<file path="config.mk">
export PLATFORM = sky130hd
export DESIGN_NAME = mono_glyph_to_rgb555_clipped_blit_unit_flat
export DESIGN_NICKNAME = d
export VERILOG_FILES = /design/src/rtl/core/mgb_pkg.sv /design/src/rtl/core/mgb_req_if.sv /design/src/rtl/core/mgb_rsp_if.sv /design/src/rtl/core/mgb_front.sv /design/src/rtl/core/mgb_back.sv /design/src/rtl/core/mono_glyph_to_rgb555_clipped_blit_unit.sv /design/src/flat_wrapper.sv
export VERILOG_INCLUDE_DIRS = /design/src /design/src/rtl/core
export SDC_FILE = /design/constraint.sdc
export NUM_CORES = 1
export LEC_CHECK = 0
export ABC_AREA = 1
export BUFFER_PORTS_ARGS = -buffer_cell sky130_fd_sc_hd__buf_2
export CAP_MARGIN = 40
export CORE_UTILIZATION = 55
export CTS_CLUSTER_DIAMETER = 150
export CTS_CLUSTER_SIZE = 8
export DETAILED_ROUTE_END_ITERATION = 10
export PLACE_DENSITY = 0.73
export RECOVER_POWER = 50
export SETUP_SLACK_MARGIN = 0.1
export SLEW_MARGIN = 40
export SYNTH_ARGS = -nofsm -noshare
export SYNTH_HDL_FRONTEND = slang
export SYNTH_SLANG_ARGS = --single-unit
export TNS_END_PERCENT = 5
</file>
<file path="constraint.sdc">
create_clock -name clock -period 9.66 [get_ports clock]
set_input_delay 1.449 -clock clock [delete_from_list [all_inputs] [get_ports clock]]
set_output_delay 1.449 -clock clock [all_outputs]
set_load 0.01 [all_outputs]
</file>
<file path="src/rtl/core/mono_glyph_to_rgb555_clipped_blit_unit_assert.svh">
// Assertion macros shared by the colour-expand blit RTL.
// Included by the modules that carry concurrent checks; depends on nothing else.
`ifndef MONO_GLYPH_TO_RGB555_CLIPPED_BLIT_UNIT_ASSERT_SVH
`define MONO_GLYPH_TO_RGB555_CLIPPED_BLIT_UNIT_ASSERT_SVH

// Same-cycle implication, checked on every rising edge outside reset.
`define MGB_ASSERT_IMP(name, clk, rst, ante, cons, msg) \
   name: assert property (@(posedge clk) disable iff (rst) (ante) |-> (cons)) \
      else $error(msg);

// Next-cycle implication, checked on every rising edge outside reset.
`define MGB_ASSERT_NXT(name, clk, rst, ante, cons, msg) \
   name: assert property (@(posedge clk) disable iff (rst) (ante) |=> (cons)) \
      else $error(msg);

`endif

</file>
<file path="src/rtl/core/mgb_pkg.sv">
// Shared types, constants and helpers for the colour-expand blit.
// Used by the front queue, the pixel expander and the top level.
package mgb_pkg;

   localparam int unsigned FifoDepth      = 4;
   localparam int unsigned FifoPtrWidth   = $clog2(FifoDepth);
   localparam int unsigned FifoCountWidth = FifoPtrWidth + 1;
   localparam logic [FifoCountWidth-1:0] FifoFull = FifoCountWidth'(FifoDepth);

   localparam int unsigned CsrIndexWidth = 3;
   localparam int unsigned CsrDataWidth  = 24;

   // A whole region row must end at or before this pixel count.
   localparam logic [23:0] RegionPixels = 24'd65536;

   typedef enum logic [CsrIndexWidth-1:0] {
      CSR_FG_RGB24     = 3'd0,
      CSR_BG_RGB24     = 3'd1,
      CSR_GLYPH_WIDTH  = 3'd2,
      CSR_GLYPH_HEIGHT = 3'd3,
      CSR_REGION_COLS  = 3'd4,
      CSR_REGION_ROWS  = 3'd5
   } csr_index_type;

   typedef struct packed {
      logic [23:0] fg_rgb24;
      logic [23:0] bg_rgb24;
      logic [10:0] glyph_width;
      logic [10:0] glyph_height;
      logic [11:0] region_cols;
      logic [11:0] region_rows;
   } cfg_type;

   typedef struct packed {
      logic [7:0] raster_byte;
      logic       frame_start;
   } item_type;

   typedef struct packed {
      logic     valid;
      item_type item;
   } queue_type;

   function automatic logic [14:0] to_rgb555(input logic [23:0] rgb);
      return {rgb[23:19], rgb[15:11], rgb[7:3]};
   endfunction

endpackage

</file>
<file path="src/rtl/core/mgb_req_if.sv">
// Input channel of the colour-expand blit: one raster byte per transfer.
// Stand-alone; no package needed.
interface mgb_req_if;
   logic       valid;
   logic       ready;
   logic [7:0] raster_byte;
   logic       frame_start;

   modport source (output valid, raster_byte, frame_start, input ready);
   modport sink (input valid, raster_byte, frame_start, output ready);
endinterface

</file>
<file path="src/rtl/core/mgb_rsp_if.sv">
// Result channel of the colour-expand blit: one addressed RGB555 pixel per transfer.
// Stand-alone; no package needed.
interface mgb_rsp_if;
   logic        valid;
   logic        ready;
   logic [15:0] pixel_address;
   logic [15:0] pixel_value;
   logic        run_last;

   modport source (output valid, pixel_address, pixel_value, run_last, input ready);
   modport sink (input valid, pixel_address, pixel_value, run_last, output ready);
endinterface

</file>
<file path="src/rtl/core/mgb_front.sv">
// Front end of the blit: takes raster bytes and queues them for the expander.
// Depends on mgb_pkg, mgb_req_if and the assertion macro header.
`include "mono_glyph_to_rgb555_clipped_blit_unit_assert.svh"

module mgb_front (
   input  logic               clock,
   input  logic               reset,
   mgb_req_if.sink            req_ch,
   input  logic               pop,
   output mgb_pkg::queue_type head
);
   import mgb_pkg::*;

   item_type                  entry_ff [FifoDepth];
   logic [FifoPtrWidth-1:0]   wr_ptr_ff, wr_ptr_in;
   logic [FifoPtrWidth-1:0]   rd_ptr_ff, rd_ptr_in;
   logic [FifoCountWidth-1:0] count_ff, count_in;
   logic                      push;

   assign req_ch.ready    = (count_ff != FifoFull);
   assign push            = req_ch.valid && req_ch.ready;
   assign head            = '{valid: (count_ff != '0),
                              item:  entry_ff[rd_ptr_ff]};

   always_comb begin
      wr_ptr_in = push ? wr_ptr_ff + FifoPtrWidth'(1) : wr_ptr_ff;
      rd_ptr_in = pop ? rd_ptr_ff + FifoPtrWidth'(1) : rd_ptr_ff;
      count_in  = count_ff;
      if (push && !pop) begin
         count_in = count_ff + FifoCountWidth'(1);
      end else if (pop && !push) begin
         count_in = count_ff - FifoCountWidth'(1);
      end
   end

   always_ff @(posedge clock) begin
      if (reset) begin
         wr_ptr_ff <= '0;
         rd_ptr_ff <= '0;
         count_ff  <= '0;
      end else begin
         wr_ptr_ff <= wr_ptr_in;
         rd_ptr_ff <= rd_ptr_in;
         count_ff  <= count_in;
      end
   end

   always_ff @(posedge clock) begin
      if (push) begin
         entry_ff[wr_ptr_ff] <= '{raster_byte: req_ch.raster_byte,
                                  frame_start: req_ch.frame_start};
      end
   end

   `MGB_ASSERT_IMP(a_count_bound, clock, reset, 1'b1, count_ff <= FifoFull, "queue overfilled")
   `MGB_ASSERT_IMP(a_pop_nonempty, clock, reset, pop, count_ff != '0, "pop from empty queue")
   `MGB_ASSERT_NXT(a_push_grows, clock, reset, push && !pop, count_ff == $past(count_ff) + FifoCountWidth'(1), "push lost")

endmodule

</file>
<file path="src/rtl/core/mgb_back.sv">
// Back end of the blit: walks each queued byte one pixel per cycle unless stalled, clips,
// colours and addresses kept pixels. Depends on mgb_pkg, mgb_rsp_if and the macro header.
`include "mono_glyph_to_rgb555_clipped_blit_unit_assert.svh"

module mgb_back (
   input  logic               clock,
   input  logic               reset,
   input  mgb_pkg::cfg_type   cfg,
   input  mgb_pkg::queue_type head,
   output logic               pop,
   mgb_rsp_if.source          rsp_ch
);
   import mgb_pkg::*;

   logic        busy_ff, busy_in;
   logic [7:0]  byte_ff, byte_in;
   logic [2:0]  bit_ff, bit_in;
   logic [10:0] col_ff, col_in;
   logic [10:0] row_ff, row_in;
   logic [15:0] base_ff, base_in;

   logic        hold_vld_ff, hold_vld_in;
   logic        hold_last_ff, hold_last_in;
   logic [15:0] hold_addr_ff, hold_addr_in;
   logic [15:0] hold_val_ff, hold_val_in;

   logic        out_vld_ff, out_vld_in;
   logic        out_last_ff, out_last_in;
   logic [15:0] out_addr_ff, out_addr_in;
   logic [15:0] out_val_ff, out_val_in;

   logic        brk;
   logic [11:0] row_inc;
   logic [23:0] prod;
   logic        keep;
   logic [15:0] pix_addr;
   logic [15:0] pix_val;
   logic        out_free;
   logic        step;
   logic        kept;
   logic        done;
   logic        hold_eff_last;
   logic        out_load;
   logic [10:0] col_next;
   logic        wrap;

   always_comb begin
      brk      = (cfg.glyph_width == '0) || (row_ff >= cfg.glyph_height);
      row_inc  = {1'b0, row_ff} + 12'd1;
      prod     = 24'(row_inc) * 24'(cfg.region_cols);
      keep     = !brk && (col_ff < cfg.glyph_width) && ({1'b0, col_ff} < cfg.region_cols)
                 && ({1'b0, row_ff} < cfg.region_rows) && (prod <= RegionPixels);
      pix_addr = base_ff + 16'(col_ff);
      pix_val  = byte_ff[bit_ff] ? {1'b1, to_rgb555(cfg.fg_rgb24)}
                                 : {1'b0, to_rgb555(cfg.bg_rgb24)};
      out_free = !out_vld_ff || rsp_ch.ready;
      step     = busy_ff && (brk || !keep || !hold_vld_ff || out_free);
      kept     = step && keep;
      done     = step && (brk || (bit_ff == 3'd0));
      hold_eff_last = hold_last_ff || (done && !kept);
      out_load = hold_vld_ff && out_free && (hold_eff_last || kept);
      pop      = head.valid && (!busy_ff || done);
      col_next = col_ff + 11'd1;
      wrap     = (col_next >= cfg.glyph_width);
   end

   always_comb begin
      busy_in = busy_ff;
      byte_in = byte_ff;
      bit_in  = bit_ff;
      col_in  = col_ff;
      row_in  = row_ff;
      base_in = base_ff;
      if (step && !brk) begin
         if (wrap) begin
            col_in  = '0;
            row_in  = row_inc[10:0];
            base_in = (&row_ff) ? '0 : prod[15:0];
         end else begin
            col_in = col_next;
         end
      end
      if (step && !done) begin
         bit_in = bit_ff - 3'd1;
      end
      if (pop) begin
         busy_in = 1'b1;
         byte_in = head.item.raster_byte;
         bit_in  = 3'd7;
         if (head.item.frame_start) begin
            col_in  = '0;
            row_in  = '0;
            base_in = '0;
         end
      end else if (done) begin
         busy_in = 1'b0;
      end
   end

   always_comb begin
      hold_vld_in  = hold_vld_ff;
      hold_last_in = hold_last_ff;
      hold_addr_in = hold_addr_ff;
      hold_val_in  = hold_val_ff;
      if (kept) begin
         hold_vld_in  = 1'b1;
         hold_last_in = done;
         hold_addr_in = pix_addr;
         hold_val_in  = pix_val;
      end else if (out_load) begin
         hold_vld_in = 1'b0;
      end else if (done) begin
         hold_last_in = hold_eff_last;
      end

      out_vld_in  = out_vld_ff;
      out_last_in = out_last_ff;
      out_addr_in = out_addr_ff;
      out_val_in  = out_val_ff;
      if (out_load) begin
         out_vld_in  = 1'b1;
         out_last_in = hold_eff_last;
         out_addr_in = hold_addr_ff;
         out_val_in  = hold_val_ff;
      end else if (rsp_ch.ready) begin
         out_vld_in = 1'b0;
      end
   end

   always_ff @(posedge clock) begin
      if (reset) begin
         busy_ff     <= 1'b0;
         col_ff      <= '0;
         row_ff      <= '0;
         base_ff     <= '0;
         hold_vld_ff <= 1'b0;
         out_vld_ff  <= 1'b0;
      end else begin
         busy_ff     <= busy_in;
         col_ff      <= col_in;
         row_ff      <= row_in;
         base_ff     <= base_in;
         hold_vld_ff <= hold_vld_in;
         out_vld_ff  <= out_vld_in;
      end
   end

   always_ff @(posedge clock) begin
      byte_ff      <= byte_in;
      bit_ff       <= bit_in;
      hold_last_ff <= hold_last_in;
      hold_addr_ff <= hold_addr_in;
      hold_val_ff  <= hold_val_in;
      out_last_ff  <= out_last_in;
      out_addr_ff  <= out_addr_in;
      out_val_ff   <= out_val_in;
   end

   assign rsp_ch.valid         = out_vld_ff;
   assign rsp_ch.pixel_address = out_addr_ff;
   assign rsp_ch.pixel_value   = out_val_ff;
   assign rsp_ch.run_last      = out_last_ff;

   `MGB_ASSERT_IMP(a_kept_has_room, clock, reset, kept && hold_vld_ff, out_free, "held pixel overwritten")
   `MGB_ASSERT_IMP(a_idle_no_open_run, clock, reset, !busy_ff, !(hold_vld_ff && !hold_last_ff), "run left open")
   `MGB_ASSERT_NXT(a_frame_restart, clock, reset, pop && head.item.frame_start, (col_ff == '0) && (row_ff == '0) && (base_ff == '0), "frame start missed")

endmodule

</file>
<file path="src/rtl/core/mono_glyph_to_rgb555_clipped_blit_unit.sv">
// Top level of the monochrome glyph to RGB555 colour-expand blit with clipping.
// Holds the configuration registers; depends on mgb_pkg, both channel interfaces,
// mgb_front and mgb_back.
//
// Usage: raster bytes arrive on req_ch (bit 7 leftmost, rows glyph_width pixels
// long, frame_start returns the position to row 0, column 0 before its byte).
// Every kept pixel leaves on rsp_ch with its region address and RGB555 value;
// run_last marks the last kept pixel of a byte, and a byte may yield none.
// The user writes registers through csr_we, csr_index and csr_wdata only while
// the block is idle, which it does not check; indexes 6 and 7 are ignored.
// A four-entry queue accepts bytes while the expander works. The expander takes
// one pixel position per cycle unless rsp_ch stalls, walking a byte from bit 7 and
// stopping early when the glyph ends inside it or is already finished or empty.
// The row start address comes from one 12 by 12 multiplier in the pixel loop.
// A pixel of a byte passes from the queue entry through the byte register, the
// hold stage and the output register before it reaches rsp_ch.
// Reset clears the queue, the position and the pipeline and restores the
// register defaults. When rsp_ch stalls, one pixel waits in the output register
// and one more in a hold stage; the expander then stops and the queue fills.
module mono_glyph_to_rgb555_clipped_blit_unit (
   input  logic                               clock,
   input  logic                               reset,
   mgb_req_if.sink                            req_ch,
   mgb_rsp_if.source                          rsp_ch,
   input  logic                               csr_we,
   input  logic [mgb_pkg::CsrIndexWidth-1:0]  csr_index,
   input  logic [mgb_pkg::CsrDataWidth-1:0]   csr_wdata
);
   import mgb_pkg::*;

   logic [23:0] fg_rgb24_ff;
   logic [23:0] bg_rgb24_ff;
   logic [10:0] glyph_width_ff;
   logic [10:0] glyph_height_ff;
   logic [11:0] region_cols_ff;
   logic [11:0] region_rows_ff;
   cfg_type     cfg;
   queue_type   head;
   logic        pop;

   always_ff @(posedge clock) begin
      if (reset) begin
         fg_rgb24_ff     <= 24'hFFFFFF;
         bg_rgb24_ff     <= '0;
         glyph_width_ff  <= '0;
         glyph_height_ff <= '0;
         region_cols_ff  <= 12'd600;
         region_rows_ff  <= 12'd70;
      end else if (csr_we) begin
         case (csr_index)
            CSR_FG_RGB24: begin
               fg_rgb24_ff <= csr_wdata;
            end
            CSR_BG_RGB24: begin
               bg_rgb24_ff <= csr_wdata;
            end
            CSR_GLYPH_WIDTH: begin
               glyph_width_ff <= csr_wdata[10:0];
            end
            CSR_GLYPH_HEIGHT: begin
               glyph_height_ff <= csr_wdata[10:0];
            end
            CSR_REGION_COLS: begin
               region_cols_ff <= csr_wdata[11:0];
            end
            CSR_REGION_ROWS: begin
               region_rows_ff <= csr_wdata[11:0];
            end
            default: begin
            end
         endcase
      end
   end

   assign cfg = '{fg_rgb24:     fg_rgb24_ff,
                  bg_rgb24:     bg_rgb24_ff,
                  glyph_width:  glyph_width_ff,
                  glyph_height: glyph_height_ff,
                  region_cols:  region_cols_ff,
                  region_rows:  region_rows_ff};

   mgb_front u_front (
      .clock  (clock),
      .reset  (reset),
      .req_ch (req_ch),
      .pop    (pop),
      .head   (head)
   );

   mgb_back u_back (
      .clock  (clock),
      .reset  (reset),
      .cfg    (cfg),
      .head   (head),
      .pop    (pop),
      .rsp_ch (rsp_ch)
   );

endmodule
</file>
<file path="src/flat_wrapper.sv">
// flat-port wrapper written by rule: the top's interface ports become plain ports
module mono_glyph_to_rgb555_clipped_blit_unit_flat import mgb_pkg::*;
  (clock, reset, csr_we, csr_index, csr_wdata, req_ch_valid, req_ch_raster_byte, req_ch_frame_start, req_ch_ready, rsp_ch_valid, rsp_ch_pixel_address, rsp_ch_pixel_value, rsp_ch_run_last, rsp_ch_ready);
  mgb_req_if req_ch_i ();
  mgb_rsp_if rsp_ch_i ();
  input  logic clock;
  input  logic reset;
  input  logic csr_we;
  input  logic [mgb_pkg::CsrIndexWidth-1:0] csr_index;
  input  logic [mgb_pkg::CsrDataWidth-1:0] csr_wdata;
  input wire logic [$bits(req_ch_i.valid)-1:0] req_ch_valid;
  input wire logic [$bits(req_ch_i.raster_byte)-1:0] req_ch_raster_byte;
  input wire logic [$bits(req_ch_i.frame_start)-1:0] req_ch_frame_start;
  output wire logic [$bits(req_ch_i.ready)-1:0] req_ch_ready;
  output wire logic [$bits(rsp_ch_i.valid)-1:0] rsp_ch_valid;
  output wire logic [$bits(rsp_ch_i.pixel_address)-1:0] rsp_ch_pixel_address;
  output wire logic [$bits(rsp_ch_i.pixel_value)-1:0] rsp_ch_pixel_value;
  output wire logic [$bits(rsp_ch_i.run_last)-1:0] rsp_ch_run_last;
  input wire logic [$bits(rsp_ch_i.ready)-1:0] rsp_ch_ready;
  assign req_ch_i.valid = req_ch_valid;
  assign req_ch_i.raster_byte = req_ch_raster_byte;
  assign req_ch_i.frame_start = req_ch_frame_start;
  assign req_ch_ready = req_ch_i.ready;
  assign rsp_ch_valid = rsp_ch_i.valid;
  assign rsp_ch_pixel_address = rsp_ch_i.pixel_address;
  assign rsp_ch_pixel_value = rsp_ch_i.pixel_value;
  assign rsp_ch_run_last = rsp_ch_i.run_last;
  assign rsp_ch_i.ready = rsp_ch_ready;
  mono_glyph_to_rgb555_clipped_blit_unit u_core (.clock(clock), .reset(reset), .req_ch(req_ch_i), .rsp_ch(rsp_ch_i), .csr_we(csr_we), .csr_index(csr_index), .csr_wdata(csr_wdata));
endmodule
</file>
==> flow_metrics.tcl, run 1 <==
set metrics [dict create \
    period_share 0.856 \
    grt_overflow 0 \
    ys_top_cells_by_area "edfxtp_1 (20%), dfxtp_1 (16%), fa_1 (13%), nand2_1 (11%), ha_1 (10%)" \
    setup-violations-final 0 \
    ys.flop_type "dfxtp_1" \
    antenna_found_initial 1 \
    cp.arrival_ns 8.64 \
    postSynthAreaPerCell_um2 8.18 \
    synth-xor-area-share 0.0151 \
    yosysWarnings 0 \
    drtPass1Iterations 5 \
    grt_pass1_wl_um 62700 \
    seq_area_frac_synth 0.363 \
    slew_violations 84 \
    clock.fmax_mhz 121 \
    yosysTopAreaCell "edfxtp_1" \
    synth_top_area_frac 0.204 \
    clock_sinks 239 \
    skew_ns 0.0177 \
    cts_buffers 35 \
    drc 0 \
    rsz0062_at_grt "no" \
    fp.coreArea_um2 28900 \
    place_inst 2393 \
    min-delay-path-class "flip-flop to flip-flop" \
    synth_edf_count 110 \
    register_area_um2 5890 \
    min_period_ns 8.27 \
    post_cts_buffers 0 \
    tns_ns 0 \
    hold_violations 0 \
    layout.nets 2324 \
    slowest_delay_ns 0.54 \
    cp-end-kind "flip-flop" \
    fin_cells 2455 \
    required_ns 10.03 \
    tightest_slew_ns 2.58 \
    dp_hpwl_um 28600 \
    ctsResizeCount 0 \
    start_util 0.562 \
    irDropWorstVdd_v 0.000209 \
    synthCells 1983 \
    clk_latency_ns 0.51 \
    yosys.area_share.simple 0.210 \
    power_density_nw_per_um2 282 \
    slew_headroom -0.729 \
    n_fill_cell 2488 \
    wirelength_um 38400 \
    synth_adder_area_share 0.230 \
    ys_seq_elements 239 \
    synthMuxAreaShare 0 \
    crit_path_start_kind "flip-flop" \
    leakagePower_nw 7.97 \
    path_max_fanout 12 \
    ctsHoldBuffers 0 \
    ioPinCount 76 \
    htree_levels 2 \
    grt_max_degree 84 \
    drive_above_1_share 0.0560 \
    yosysUniqueCellTypes 42 \
    synth_top_family_by_area "adder cells" \
    grtUsageTotal 0.259 \
    first_global_vias 12718 \
    areaGrowthSynthToFinish_pct 10.0 \
    clkTransAtPathRegs_ns 0.05 \
    critical_path_class "flip-flop to flip-flop" \
    wire_per_inst_um 15.6 \
    die_area_um2 30200 \
    place.gp.congestion 0.916 \
    status "finished, violations left" \
    synth_compound_area_frac 0.0946 \
    clockBufferDepth 3 \
    slowest_stage "fa_1" \
    die_x_um 174 \
    vias 13283 \
    violations "capacitance limit, slew limit" \
    cts_root_buffer "clkbuf_16" \
    synthesis.nets 2261 \
    port_buffers 72 \
    multi_input_area_um2 8930 \
    ant_nets 0 \
    die-height_um 174 \
    netlist_area_um2 16200 \
    maxCapViolCount 1 \
    fp-row-count 62 \
    cts_tree "yes" \
    async_flop_share 0 \
    vias_per_cell 5.41 \
    drt_iter0_markers 1042 \
]
path summary, 6_finish.rpt:
kind                                   from                                      to  slack (ns)  cells past startpoint
max                 u_core.u_back.row_ff[0]              u_core.u_front.count_ff[2]        1.39                     44
min reg2reg  u_core.u_back.hold_addr_ff[12]  u_core.u_back.rsp_ch.pixel_address[12]        0.42                      0
max reg2reg         u_core.u_back.row_ff[0]              u_core.u_front.count_ff[2]        1.39                     44
min          u_core.u_back.hold_addr_ff[12]  u_core.u_back.rsp_ch.pixel_address[12]        0.42                      0
power by group:
| group | switching [mW] | internal [mW] | total, mW |
|---|---|---|---|
| sequential | 0.135 | 1.28 | 1.41 |
| clock | 0.434 | 0.692 | 1.13 |
| combinational | 1.65 | 0.842 | 2.49 |
| total | 2.22 | 2.81 | 5.03 |
final cells by class:
class	instances	share of cell area
diodes	1	0.000140
multi-input cells	1380	0.500
flip-flops and latches	239	0.330
well taps	384	0.0269
clock buffers	59	0.0553
inverters	308	0.0648
clock inverters	2	0.00140
repair buffers	82	0.0215
flip-flops by register name, summed over array words and instances, names as in the netlist, 3 cells and up, named ones only:
name	cells
u_core.u_front.entry_ff	36
u_core.u_back.base_ff	16
u_core.u_back.hold_addr_ff	16
u_core.u_back.hold_val_ff	16
u_core.u_back.rsp_ch.pixel_address	16
u_core.u_back.rsp_ch.pixel_value	16
u_core.bg_rgb24_ff	15
u_core.fg_rgb24_ff	15
u_core.region_cols_ff	12
u_core.region_rows_ff	12
u_core.glyph_height_ff	11
u_core.glyph_width_ff	11
u_core.u_back.col_ff	11
u_core.u_back.row_ff	11
u_core.u_back.byte_ff	8
u_core.u_back.bit_ff	3
u_core.u_front.count_ff	3
layout by cell type, fill, tap and decap left out, types with 9 or more instances in the layout:
cell / count
a21oi_1: 98
buf_2: 33
buf_4: 9
clkbuf_1: 63
clkbuf_16: 36
dfxtp_1: 129
edfxtp_1: 110
fa_1: 102
ha_1: 135
inv_1: 299
nand2_1: 474
nand3_1: 75
nand4_1: 18
nor2_1: 202
nor2_2: 12
nor3_1: 16
o211ai_1: 11
o21ai_0: 143
o21ai_1: 11
o22ai_1: 9
xor2_1: 23
cells in the mapped netlist, types with 3 or more instances:
| master | count |
|---|---|
| clkbuf_1 | 44 |
| nand2_1 | 474 |
| nand2_2 | 7 |
| nor3_1 | 16 |
| o21ai_1 | 11 |
| o21bai_1 | 4 |
| clkinv_1 | 3 |
| dfxtp_1 | 129 |
| nand3b_1 | 7 |
| ha_1 | 135 |
| nor2_2 | 11 |
| nor2_1 | 203 |
| buf_2 | 7 |
| buf_6 | 5 |
| edfxtp_1 | 110 |
| nor4_1 | 3 |
| o22ai_1 | 9 |
| inv_1 | 300 |
| o21ai_0 | 143 |
| nand3_1 | 75 |
| inv_2 | 5 |
| a211oi_1 | 3 |
| fa_1 | 102 |
| a21oi_1 | 98 |
| xnor2_1 | 5 |
| nand4_1 | 18 |
| xor2_1 | 23 |
| nand3_2 | 4 |
| o211ai_1 | 11 |
metrics by stage:
step	utilization	setup slack, ns	hold WS, ns	instance area (µm²)	power [mW]
final	0.618	1.39	0.417	17800	5.03
after detailed placement	0.585	1.59	0.406	16900	3.88
after global routing	0.618	0.819	0.425	17800	5.47
after global placement	0.585	1.67	0.400	16900	3.80
after floorplan	-	2.40	0.400	16200	3.26
after CTS	0.620	1.53	0.418	17900	5.04
kinds of logic after synthesis:
kind of cell | after synthesis
DFF | 239
and+or+nand+nor | 827
adders and majority gates | 237
xor gates and xnor gates | 28
AOI/OAI and AO/OA | 288
buffers and inverters | 364
routing by layer:
layer  wire [µm]  global-route usage
met3        3010              0.0428
met1       16600               0.356
met4         906              0.0808
met5           0                   0
met2       17800               0.417
critical path: cells and delay by family, from the launching register on:
family	cells	cell delay, ns
AO/OA/AOI/OAI	4	0.48
AND/OR/NAND/NOR	23	3.17
flip-flops	1	0.39
buffers and inverters	9	0.94
adder cells (fa/ha/maj)	8	3.13
Power figures use the tool's default switching activity.
==> run 2, diff against run 1 <==
- CORE_MARGIN: unset -> 2
- RECOVER_POWER: 50 -> unset
==> run 2 against run 1 <==
- the run now ends clean
- first-iteration DRC count is 10% lower
- largest cell class unchanged
- setup slack improved by 0.00089 ns
- final cell count is essentially flat
- largest power group unchanged
- non-clock buffer count fell by 1
- cell area rose by 0.29%
- combinational power barely moved
- core utilization rose by 0.18 points
- critical endpoint unchanged
==> flow_metrics.tcl, run 2 (same netlist as run 1, synthesis figures left out) <==
set metrics [dict create \
    slew_violations 0 \
    layout_commonest_cell "nand2_1" \
    grt_overflow 0 \
    first_global_vias 12610 \
    rsz0062_at_grt "no" \
    drt_iter0_markers 936 \
    wirelength_um 37900 \
    n_fill_cell 2494 \
    register_area_um2 5890 \
    clockBufferDepth 3 \
    clkTransAtPathRegs_ns 0.05 \
    min_path_cells 0 \
    drtPass1Iterations 6 \
    slew_headroom 0.460 \
    r2r-start "u_core.u_back.row_ff[1]" \
    leakagePower_nw 8.09 \
    drive_above_1_share 0.0764 \
    power_density_nw_per_um2 281 \
    critical_path_class "flip-flop to flip-flop" \
    regToRegSetupSlack_ns 1.39 \
    layout.nets 2323 \
    largest_reg_flops 36 \
    n_antenna_cell 0 \
    cp-end-kind "flip-flop" \
    worstHoldStart "u_core.u_back.hold_addr_ff[0]" \
    regMostFlops "u_core.u_front.entry_ff" \
    clk_latency_ns 0.51 \
    vias_per_cell 5.38 \
    cp.arrival_ns 8.66 \
    htree_levels 2 \
    ctsResizeCount 0 \
    hold_violations 0 \
    power.net_switching_mw 2.21 \
    swShare 0.440 \
    layout_common_cells "nand2_1 (474), inv_1 (299), nor2_1 (198)" \
    slowest_stage "fa_1" \
    port_buffers 72 \
    antenna_found_initial 0 \
    required_ns 10.05 \
    crit_path_start_kind "flip-flop" \
    ant_nets 0 \
    setup-violations-final 0 \
    tns_ns 0 \
    status "completed" \
    die_x_um 176 \
    dp_hpwl_um 28600 \
    fp-row-count 62 \
    p_comb_frac 0.497 \
    intPower_mw 2.81 \
    p_seq_frac 0.280 \
    cts_tree "yes" \
    multi_input_area_um2 8930 \
    power_mw 5.03 \
    min-delay-path-class "flip-flop to flip-flop" \
    clock.fmax_mhz 121 \
    irDropWorstVdd_v 0.000204 \
    wire_per_inst_um 15.5 \
    vias 13193 \
    slowest_delay_ns 0.54 \
    maxCapViolCount 0 \
    start_util 0.562 \
    ioPinCount 76 \
    reg2regPathDepth 42 \
    die_area_um2 30900 \
    clkPwrFrac 0.223 \
    tightest_slew_ns 0.809 \
    period_share 0.856 \
    die-height_um 176 \
    areaGrowthSynthToFinish_pct 10.4 \
    cts_root_buffer "clkbuf_16" \
    place.gp.congestion 0.923 \
    r2r-end "u_core.u_front.count_ff[2]" \
    path_max_fanout 9 \
    drc 0 \
    post_cts_buffers 0 \
    grt_max_degree 84 \
    hold_end "u_core.u_back.rsp_ch.pixel_address[0]" \
    min_period_ns 8.27 \
    ctsHoldBuffers 0 \
    skew_ns 0.0216 \
    clock_sinks 239 \
    grtUsageTotal 0.251 \
    cts_buffers 35 \
    grt_pass1_wl_um 62400 \
    fp.coreArea_um2 28900 \
]
## run 2: worst max-delay path: cells and delay by family (launching register included)
kind | cells | cell delay (ns)
fa+ha+maj | 9 | 3.62
simple gates | 21 | 2.72
buf+inv | 7 | 0.73
flops | 1 | 0.41
compound gates | 5 | 0.68
## run 2: layout make-up
cell class	instances	share of cell area
inverter	308	0.0647
tap	384	0.0268
clock buffer	59	0.0552
multi-input combinational	1380	0.499
clock inverter	2	0.00140
timing repair buffer	81	0.0239
sequential	239	0.329
## run 2: power by group through the flow
stage | Sequential, mW | Clock (mW) | Combinational (mW)
finish | 1.41 | 1.12 | 2.50
CTS | 1.41 | 1.13 | 2.49
global route | 1.43 | 1.18 | 2.88
detailed placement | 1.43 | 0 | 2.46
global placement | 1.42 | 0 | 2.39
floorplan | 1.38 | 0 | 1.88
## run 2: metal layers
metal,vias to the layer above,routed length (µm),global-route usage
met3,75,2720,0.0379
met2,456,17300,0.400
met1,6174,16800,0.352
li1,6488,-,-
met4,0,1070,0.0844
met5,-,0,0
## run 2: per-stage QoR
stage               hold WS [ns]  instance area (µm²)  setup WS [ns]  instances   util
CTS                        0.413                17900           1.47       2453  0.620
global route               0.414                17900          0.574       2453  0.620
detailed placement         0.405                16900           1.53       2392  0.585
finish                     0.412                17900           1.39       2453  0.620
floorplan                  0.400                16200           2.40       1983      -
global placement           0.401                16900           1.66       2392  0.585
## run 2: how the worst max path moves through the flow
stage / start / to / slack [ns] / cells past startpoint
after floorplan: u_core.u_back.row_ff[1] / u_core.u_front.count_ff[2] / 2.40 / 43
after global placement: u_core.u_back.row_ff[1] / u_core.u_front.count_ff[2] / 1.66 / 40
after detailed placement: u_core.u_back.row_ff[1] / u_core.u_front.count_ff[2] / 1.53 / 42
after CTS: u_core.u_back.row_ff[1] / u_core.u_front.count_ff[2] / 1.47 / 42
after global routing: u_core.u_back.row_ff[1] / u_core.u_front.count_ff[2] / 0.57 / 42
final: u_core.u_back.row_ff[1] / u_core.u_front.count_ff[2] / 1.39 / 42
